==> config.mk <==
export PLATFORM = sky130hd
export DESIGN_NAME = nsp_ram
export DESIGN_NICKNAME = d
export VERILOG_FILES = /design/src/design/nsp_ram.sv
export SDC_FILE = /design/constraint.sdc
export NUM_CORES = 1
export LEC_CHECK = 0
export BUFFER_PORTS_ARGS = -buffer_cell sky130_fd_sc_hd__buf_4
export CAP_MARGIN = 20
export CORE_MARGIN = 3
export CORE_UTILIZATION = 55
export DETAILED_ROUTE_END_ITERATION = 7
export MAX_ROUTING_LAYER = met4
export PLACE_DENSITY = 0.73
export SLEW_MARGIN = 20
export SYNTH_ARGS = -nofsm -noshare
export SYNTH_HDL_FRONTEND = slang
export SYNTH_SLANG_ARGS = --single-unit
==> constraint.sdc <==
create_clock -name clk -period 2.7 [get_ports clk]
set_input_delay 0 -clock clk [delete_from_list [all_inputs] [get_ports clk]]
set_output_delay 0 -clock clk [all_outputs]
set_load 0.005 [all_outputs]
==> src/design/nsp_ram.sv <==
`timescale 1ns / 1ps
`default_nettype none

module nsp_ram #(
	parameter int WIDTH = 8,
	parameter int DEPTH = 16
) (
	input  wire logic                                  clk,
	input  wire logic                                  we,
	input  wire logic [(DEPTH > 1 ? $clog2(DEPTH) : 1)-1:0] waddr,
	input  wire logic [WIDTH-1:0]                      wdata,
	input  wire logic                                  re,
	input  wire logic [(DEPTH > 1 ? $clog2(DEPTH) : 1)-1:0] raddr,
	output logic      [WIDTH-1:0]                      rdata
);

	logic [WIDTH-1:0] mem [DEPTH];

	// read during write returns the old word
	always_ff @(posedge clk) begin
		if (we) begin
			mem[waddr] <= wdata;
		end
		if (re) begin
			rdata <= mem[raddr];
		end
	end

endmodule

`default_nettype wire

==> out/results.txt, run 1 <==
status -> finished, final reports clean
Syn Std Cell Area -> 5230 um2
#FFs+latches synth -> 136
Area growth syn-to-layout -> 18.8%
drt via density -> 5.92
Critical Path RT -> 2830 ps
Final TNS setup -> 0 ps
RSZ-0062 raised after global routing -> no
CP Max Fanout -> 8
Starting DRT DRC Count -> 253
gate count of the mapped netlist -> 229
routed len/inst -> 22.5 um
Net Count, Synth -> 248
max cap viols -> 0
critical path class -> input pin to flip-flop
met3 Use GR -> 7.38%
Final setup viols -> 0
IO buf count -> 26
DRC Markers -> 0
Die ar. -> 10700 um2
FP Rows -> 34
relative slew slack -> 39.4%
maximum clock frequency -> 0.673 GHz
Peak supply drop -> 0.587 mV
Critical Path, Cell by Cell -> dlygate4sd3_1 > buf_4 > nand2b_1 > nor2_1
worst-path cell with the longest stage delay -> nor2_1
PwrDens -> 768 nW/um2
layout cell share with drive strength beyond 1 -> 26.2%
global route total overflow -> 0
GR peak layer -> met2
CTS resizes -> 0
die width -> 103 um
Slew @ Worst Pin -> 906 ps
core area -> 8980 um2
vias in the first global route -> 2489
Distinct cells, synth -> 18
HP Class -> input pin to flip-flop
first-pass GRT wire length -> 14600 um
First-pass DRT Iterations -> 6
final WL -> 9450 um
Worst Setup End Kind -> flip-flop
M2 GR Usage -> 29.2%
clk sinks -> 136
crit share post-route -> 55.0%
CP delay by family, top -> simple AND/OR/NAND/NOR gates
Clock Path Buffers -> 2
Post-DP HPWL -> 5870 um
total CTS buffers -> 17
Pins Over Slew Limit -> 0
Vert. Die Dim -> 103 um
Post-Syn Area per Cell -> 22.8 um2
H-tree lvl count -> 4
Max Clock Skew -> 5.49 ps
final-report hold violation count -> 0
Top-Level Pins -> 27
routing usage on met1 -> 28.0%
CTS tree -> built
DRT antenna net count -> 0
Antenna Cells -> 0
register area share after synthesis -> 78.1%
Buf/Inv on CP -> 2
initial antenna violation count -> 0
worst-skew pair later-pin latency -> 510 ps
largest net degree at the start of global routing -> 33
yosys warns -> 0
CP arrival -> 1610 ps
Fin Hold WS -> 30.4 ps
initial core utilization -> 58.2%
total global-route track usage -> 20.6%
routability cong. -> 0.817
Final nets -> 301
via count -> 2488
clk slew on worst S/H paths -> 60 ps
Largest stage delay, worst path -> 710 ps
post-layout minimum cycle time -> 1480 ps
root buffer cell -> clkbuf_8
Worst Setup Start Kind -> input pin
LEAKAGE -> 2.09 nW
[cells in the mapped netlist]
library cell / n / area [um2]
nand3b_1: 2 / 15.0
clkdlybuf4s25_2: 3 / 30.0
mux4_1: 14 / 368
nand3_1: 1 / 5.00
mux4_2: 18 / 405
a22oi_1: 16 / 120
nor2_1: 13 / 48.8
edfxtp_1: 136 / 4080
buf_2: 3 / 15.0
buf_4: 1 / 7.51
buf_6: 3 / 33.8
nor2b_1: 1 / 6.26
nand2b_1: 2 / 12.5
nor3_1: 4 / 20.0
or3b_2: 1 / 8.76
and2_1: 1 / 6.26
and2b_1: 1 / 7.51
nand2_1: 9 / 33.8
[metal layers]
layer  wire (um)  share of wire, %
met3         857               9.1
met4         157               1.7
met5           0                 0
met1        3900                41
met2        4530                48
[logic make-up after synthesis]
kind of cell / after synthesis / share of synthesized area (%)
compound gates: 16 / 2.30
buf+inv: 10 / 1.65
flops: 136 / 78.1
mux: 32 / 14.8
simple gates: 35 / 3.14
[final cells by class]
| cell class | count | area (um2) |
|---|---|---|
| Clock buffer | 20 | 425 |
| Clock inverter | 11 | 130 |
| Fill cell | 542 | 2760 |
| Multi-Input combinational cell | 83 | 1060 |
| Sequential cell | 136 | 4080 |
| Tap cell | 126 | 158 |
| Timing Repair Buffer | 44 | 358 |
[sequential cells by signal (all words and copies together), names as in the netlist]
signal	count
mem	128
rdata	8
[where the power goes]
| part | internal [W] | leakage (nW) | switching, W |
|---|---|---|---|
| sequential | 0.00238 | 1.24 | 0.0000135 |
| combinational | 0.000106 | 0.581 | 0.000119 |
| clock | 0.00139 | 0.275 | 0.000769 |
| total | 0.00387 | 2.09 | 0.000901 |
[worst register-to-register path: cells and delay by family, from the launching register on]
family / cells / cell delay [ps]
muxes: 1 / 500
AOI/OAI and AO/OA: 1 / 290
DFF: 1 / 350
and+or+nand+nor: 1 / 80
[timing repair]
action | CTS | global route
buffers inserted | 0 | 0
endpoints found under the hold margin | 152 | 0
endpoints found under the setup margin | 0 | 0
hold buffers | 11 | 0
[worst paths after layout]
kind              slack (ps)                  end                 start  cells past startpoint
hold / removal            30  mem[4][1]$_DFFE_PP_              waddr[1]                      3
setup / recovery        1220  mem[2][5]$_DFFE_PP_              waddr[0]                      4
setup reg to reg        1230   rdata[5]$_DFFE_PP_   mem[1][5]$_DFFE_PP_                      3
hold reg to reg          750   rdata[1]$_DFFE_PP_  mem[11][1]$_DFFE_PP_                      3
[per-stage QoR]
stage	area [um2]	total power [W]	utilization (%)	std cells	worst slack (ps)
floorplan	5230	0.00255	-	229	1210
global placement	5550	0.00265	61.8	378	900
detailed placement	5550	0.00265	61.8	378	914
CTS	6210	0.00481	69.2	420	1200
global route	6210	0.00493	69.2	420	1120
finish	6210	0.00477	69.2	420	1220
[cells in the final DEF, fill, tap and decap left out]
cell	instances
clkinv_1	3
nor3_1	4
mux4_2	18
and2_1	1
and2b_1	1
clkbuf_8	1
dlygate4sd3_1	11
nand2b_1	2
nand2_1	9
buf_4	33
nand3b_1	2
inv_6	1
nor2_1	13
a22oi_1	16
clkinv_2	4
nand3_1	1
mux4_1	14
clkbuf_16	16
edfxtp_1	136
or3b_2	1
nor2b_1	1
clkbuf_1	3
bufinv_16	3
Power figures use the tool's default switching activity.
==> run 2, diff against run 1 <==
==> constraint.sdc (replaced) <==
create_clock -name clk -period 1.39 [get_ports clk]
set_input_delay 0 -clock clk [delete_from_list [all_inputs] [get_ports clk]]
set_output_delay 0 -clock clk [all_outputs]
set_load 0.005 [all_outputs]
==> run 2 against run 1 <==
Against the previous run:
- the run now ends with setup timing left
- combinational power up 140%
- wire length up 11%
- design area up 5.1%
- flip-flop and latch count unchanged
- sequential power up 95%
- hold slack better by 88 ps
- final cell count up 4.8%
- die area unchanged
- sequential share of layout area down 3.2 points
- clock power up 120%
- register-to-register slack worse by 1300 ps
- utilization up 3.5 points
- critical endpoint is now rdata[1]$_DFFE_PP_
- largest power group is now the clock network
==> out/results.txt, run 2 (synthesis results as in run 1) <==
FP Rows -> 34 (unchanged)
Die ar. -> 10700 um2 (unchanged)
total global-route track usage -> 22.8% (+2.2 points)
most common cell after layout, fill and taps aside -> edfxtp_1
Net Switching -> 0.00187 W (+110%)
global route total overflow -> 0 (unchanged)
Clock power frac -> 48.2% (+3.1 points)
first-pass GRT wire length -> 16100 um (+11%)
drt via density -> 5.91 (-0.17%)
crit share post-route -> 104%
failing checks -> setup timing
routability cong. -> 0.789 (-3.4%)
Top-Level Pins -> 27 (unchanged)
Comb pwr share -> 5.3% (+0.6 points)
Top Registers -> mem: 128 flops, rdata: 8 flops
RSZ-0062 raised after global routing -> yes
Max Clock Skew -> 12.0 ps (+6.47 ps)
most frequent cells in the layout -> edfxtp_1, buf_4, mux4_2
Area growth syn-to-layout -> 24.9%
Final nets -> 320 (+6.3%)
root buffer cell -> clkbuf_8
critical path class -> flip-flop to flip-flop
Slew @ Worst Pin -> 517 ps (-389 ps)
max reg flops -> 128 (unchanged)
Worst Setup End Kind -> flip-flop
Largest Register -> mem
post-layout minimum cycle time -> 1440 ps
vias in the first global route -> 2711 (+8.9%)
sequential power share -> 46.5% (-3.7 points)
Final TNS setup -> -146 ps (-146 ps)
LEAKAGE -> 2.20 nW (+5.2%)
initial core utilization -> 58.2% (unchanged)
Antenna Cells -> 0 (unchanged)
Starting DRT DRC Count -> 232 (-8.3%)
Setup Fix Bufs, Post-CTS -> 0 (unchanged)
final WL -> 10500 um (+11%)
PwrDens -> 1530 nW/um2 (+99%)
Post-DP Area -> 5740 um2 (+3.6%)
First-pass DRT Iterations -> 5 (-1)
clk slew on worst S/H paths -> 60 ps (about the same)
fin area -> 6530 um2 (+5.1%)
Clock Path Buffers -> 2 (unchanged)
maximum clock frequency -> 0.693 GHz
Vert. Die Dim -> 103 um (unchanged)
IO buf count -> 26 (unchanged)
DRT antenna net count -> 0 (unchanged)
initial antenna violation count -> 0 (unchanged)
total CTS buffers -> 17 (unchanged)
via count -> 2602 (+4.6%)
Final setup viols -> 4 (+4)
Pins Over Slew Limit -> 0 (unchanged)
Peak supply drop -> 0.999 mV (+70%)
routed len/inst -> 23.9 um (+6.1%)
clk sinks -> 136 (unchanged)
worst-skew pair later-pin latency -> 510 ps (about the same)
CP arrival -> 1700 ps (+90 ps)
DRC Markers -> 0 (unchanged)
setup ws final -> -53.9 ps (-1270 ps)
relative slew slack -> 65.5% (+26 points)
H-tree lvl count -> 4 (unchanged)
switching share of power -> 18.7% (-0.22 points)
Critical Path RT -> 1640 ps (-1190 ps)
status -> finished with violations
Post-DP HPWL -> 6340 um (+8.0%)
HP Class -> input pin to flip-flop
Worst Setup Start Kind -> flip-flop
final-report hold violation count -> 0 (unchanged)
die width -> 103 um (unchanged)
largest net degree at the start of global routing -> 21 (-36%)
core area -> 8980 um2 (unchanged)
layout cell share with drive strength beyond 1 -> 39.5% (+13 points)
max cap viols -> 0 (unchanged)
Int Power -> 0.00814 W (+110%)
CP Max Fanout -> 1 (-7)
CTS tree -> built
-- run 2: per-stage QoR --
| stage | worst slack, ps | utilization [%] | hold slack (ps) | instances | power, W |
|---|---|---|---|---|---|
| after floorplan | 78.6 | - | 98.9 | 229 | 0.00496 |
| after global placement | -150 | 64.0 | 305 | 397 | 0.00519 |
| after detailed placement | -166 | 64.0 | 311 | 397 | 0.00521 |
| after CTS | -63.4 | 72.6 | 95.4 | 441 | 0.0101 |
| after global routing | -85.2 | 72.7 | 136 | 440 | 0.0103 |
| final | -53.9 | 72.7 | 118 | 440 | 0.0100 |
-- run 2: power by group through the flow --
| stage | registers, W | clock network, W | logic (W) |
|---|---|---|---|
| floorplan | 0.00472 | 0 | 0.000234 |
| global route | 0.00465 | 0.00506 | 0.000576 |
| finish | 0.00465 | 0.00483 | 0.000531 |
| CTS | 0.00465 | 0.00490 | 0.000529 |
| detailed placement | 0.00473 | 0 | 0.000476 |
| global placement | 0.00472 | 0 | 0.000464 |
-- run 2: worst paths after layout --
check	from	to	slack (ps)	depth (start not counted)
worst min register to register	mem[14][7]$_DFFE_PP_	rdata[7]$_DFFE_PP_	750	3
worst max-delay path	mem[7][1]$_DFFE_PP_	rdata[1]$_DFFE_PP_	-50	3
worst min-delay path	waddr[2]	mem[0][6]$_DFFE_PP_	120	4
worst max register to register	mem[7][1]$_DFFE_PP_	rdata[1]$_DFFE_PP_	-50	3
-- run 2: layer usage --
| layer | track usage, % | vias to the layer above | share of wire, % |
|---|---|---|---|
| li1 | - | 1114 | - |
| met5 | - | - | 0 |
| met2 | 33.6 | 127 | 50 |
| met3 | 6.57 | 16 | 6.5 |
| met1 | 30.8 | 1345 | 42 |
| met4 | 8.27 | 0 | 1.9 |
-- run 2: worst max-delay path: stages, from the launching register on --
cell	delay (ps)
edfxtp_1	380
mux4_2	530
a22oi_2	210
nand2_1	70
-- run 2: timing repair --
action / CTS / global route
hold buffers: 12 / 0
gates resized for setup: 17 / 7
endpoints found under the setup margin: 8 / 16
endpoints found under the hold margin: 152 / 0
cloned: 0 / 0
pin swaps: 8 / 5
-- run 2: cell type report --
| class | count | area [um2] |
|---|---|---|
| well taps | 126 | 158 |
| multi-input cells | 83 | 1090 |
| clock inverters | 14 | 229 |
| clock buffers | 18 | 418 |
| fillers | 517 | 2450 |
| repair buffers | 63 | 554 |
| flip-flops and latches | 136 | 4080 |
==> run 3, diff against run 2 <==
--- a/config.mk
+++ b/config.mk
@@ -5,13 +5,13 @@
 export SDC_FILE = /design/constraint.sdc
 export NUM_CORES = 1
 export LEC_CHECK = 0
-export BUFFER_PORTS_ARGS = -buffer_cell sky130_fd_sc_hd__buf_4
 export CAP_MARGIN = 20
 export CORE_MARGIN = 3
 export CORE_UTILIZATION = 55
 export DETAILED_ROUTE_END_ITERATION = 7
+export DONT_BUFFER_PORTS = 1
 export MAX_ROUTING_LAYER = met4
-export PLACE_DENSITY = 0.73
+export PLACE_DENSITY = 0.7
 export SLEW_MARGIN = 20
 export SYNTH_ARGS = -nofsm -noshare
 export SYNTH_HDL_FRONTEND = slang
==> run 3 against run 2 <==
Against the previous run:
- the run ends with hold timing, setup timing left
- power shrank 8.4%
- global-route usage shrank 2.3 points
- clock power shrank 14%
- sequential share of layout area grew 4.2 points
- final cell count shrank 8.4%
- die area is the same
- utilization shrank 4.6 points
- via count shrank 6.6%
- critical endpoint is now rdata[5]$_DFFE_PP_
- largest power group is now sequential cells
==> out/results.txt, run 3 (synthesis results as in run 1) <==
status -> finished with violations
failing checks -> hold timing, setup timing
Final setup viols -> 3 (-1)
initial antenna violation count -> 0 (unchanged)
non-filler cells, final -> 403 (-8.4%)
clk slew on worst S/H paths -> 50 ps (about the same)
hold buffers post-CTS -> 12 (unchanged)
hold path start -> raddr[1]
First-pass DRT Iterations -> 4 (-1)
IO buf count -> 0 (-100%)
Largest stage delay, worst path -> 480 ps (-50 ps)
fin util -> 68.2% (-4.6 points)
Area growth syn-to-layout -> 17.0%
fin area -> 6120 um2 (-6.3%)
root buffer cell -> clkbuf_8
reg-to-reg startpoint -> mem[2][5]$_DFFE_PP_
routed len/inst -> 23.1 um (-3.0%)
most common cell after layout, fill and taps aside -> edfxtp_1
via count -> 2431 (-6.6%)
vias in the first global route -> 2537 (-6.4%)
Largest Register -> mem
RSZ-0062 raised after global routing -> yes
Final TNS setup -> -58.7 ps (+87.5 ps)
PwrDens -> 1500 nW/um2 (-2.2%)
H-tree lvl count -> 4 (unchanged)
most frequent cells in the layout -> edfxtp_1, mux4_2, buf_4
total global-route track usage -> 20.5% (-2.3 points)
CP Max Fanout -> 1 (unchanged)
largest net degree at the start of global routing -> 33 (+57%)
Slew @ Worst Pin -> 788 ps (+271 ps)
CP arrival -> 1660 ps (-40 ps)
max reg flops -> 128 (unchanged)
core area -> 8980 um2 (unchanged)
worst-skew pair later-pin latency -> 510 ps (about the same)
max cap viols -> 0 (unchanged)
routability cong. -> 0.717 (-9.2%)
clk sinks -> 136 (unchanged)
Worst Setup End Kind -> flip-flop
Worst Setup Start Kind -> flip-flop
Die ar. -> 10700 um2 (unchanged)
FP Rows -> 34 (unchanged)
DP Cell Count -> 362 (-8.8%)
CP delay by family, top -> multiplexers
Peak supply drop -> 1.15 mV (+16%)
Top-Level Pins -> 27 (unchanged)
Starting DRT DRC Count -> 143 (-38%)
DRC Markers -> 0 (unchanged)
final-report hold violation count -> 8 (+8)
LEAKAGE -> 1.98 nW (-9.9%)
maximum clock frequency -> 0.707 GHz (+2.1%)
Critical Path RT -> 1640 ps (about the same)
Antenna Cells -> 0 (unchanged)
Clock Path Buffers -> 2 (unchanged)
M2 GR Usage -> 31.8% (-1.9 points)
Tot Pwr -> 0.00916 W (-8.4%)
setup ws final -> -24.4 ps (+29.6 ps)
crit share post-route -> 102% (-2.1 points)
CTS tree -> built
Post-DP Area -> 5430 um2 (-5.4%)
met3 Use GR -> 6.84% (+0.27 points)
die width -> 103 um (unchanged)
Critical Path, Cell by Cell -> mux4_2 > a22oi_2 > nand2_1
final WL -> 9330 um (-11%)
worst-path cell with the longest stage delay -> mux4_2
routing usage on met1 -> 26.7% (-4.1 points)
Buf/Inv on CP -> 0 (unchanged)
global route total overflow -> 0 (unchanged)
critical path startpoint -> mem[2][5]$_DFFE_PP_
Top Registers -> mem: 128 flops, rdata: 8 flops
total CTS buffers -> 17 (unchanged)
GR peak layer -> met2
Fin Hold WS -> -125 ps (-243 ps)
DRT antenna net count -> 0 (unchanged)
critical path class -> flip-flop to flip-flop
layout filler cell count -> 570 (+10%)
Max Clock Skew -> 4.69 ps (-7.26 ps)
initial core utilization -> 58.2% (unchanged)
Pins Over Slew Limit -> 0 (unchanged)
Vert. Die Dim -> 103 um (unchanged)
drt via density -> 6.03 (+2.0%)
Post-DP HPWL -> 5650 um (-11%)
HP Class -> input pin to flip-flop
relative slew slack -> 47.3% (-18 points)
layout cell share with drive strength beyond 1 -> 30.7% (-8.8 points)
post-layout minimum cycle time -> 1410 ps (-29.6 ps)
Final nets -> 286 (-11%)
first-pass GRT wire length -> 14600 um (-9.2%)
-- run 3: worst paths after layout --
kind | end | slack, ps | cells after the start
setup / recovery | rdata[5]$_DFFE_PP_ | -20 | 3
hold / removal | rdata[3]$_DFFE_PP_ | -130 | 3
setup reg to reg | rdata[5]$_DFFE_PP_ | -20 | 3
hold reg to reg | rdata[2]$_DFFE_PP_ | 750 | 3
-- run 3: cell type report --
class | instances | area, um2 | share of cell area [%]
flip-flops and latches | 136 | 4080 | 66.7
multi-input cells | 83 | 1080 | 17.6
clock buffers | 18 | 418 | 6.83
repair buffers | 29 | 248 | 4.05
well taps | 126 | 158 | 2.58
clock inverters | 11 | 134 | 2.19
-- run 3: worst register-to-register path: cells and delay by family (launching register included) --
family | cells | cell delay (ps)
flops | 1 | 380
simple gates | 1 | 100
compound gates | 1 | 180
mux | 1 | 480
-- run 3: per-stage QoR --
stage / setup slack, ps / hold slack (ps)
floorplan: 78.6 / 98.9
detailed placement: -124 / 99.7
CTS: -31.1 / -150
global placement: -74.1 / 99.7
global route: -77.0 / -118
finish: -24.4 / -125
-- run 3: timing repair --
action / in CTS / in global routing
pin swaps: 10 / 3
setup endpoints to repair: 8 / 8
hold endpoints to repair: 176 / 8
resized for setup: 20 / 1
buffers inserted: 0 / 0
-- run 3: report_power, final --
group | leakage [nW] | total, W | switching, W | internal, W
Sequential | 1.24 | 0.00465 | 0.0000293 | 0.00463
Clock | 0.269 | 0.00416 | 0.00149 | 0.00267
Combinational | 0.477 | 0.000353 | 0.000178 | 0.000175
Total | 1.98 | 0.00916 | 0.00169 | 0.00747
-- run 3: routing by layer --
layer  part of all wire (%)  wire length, um
met5                      0                0
met4                   0.86               80
met3                    7.5              696
met2                     52             4860
met1                     40             3690
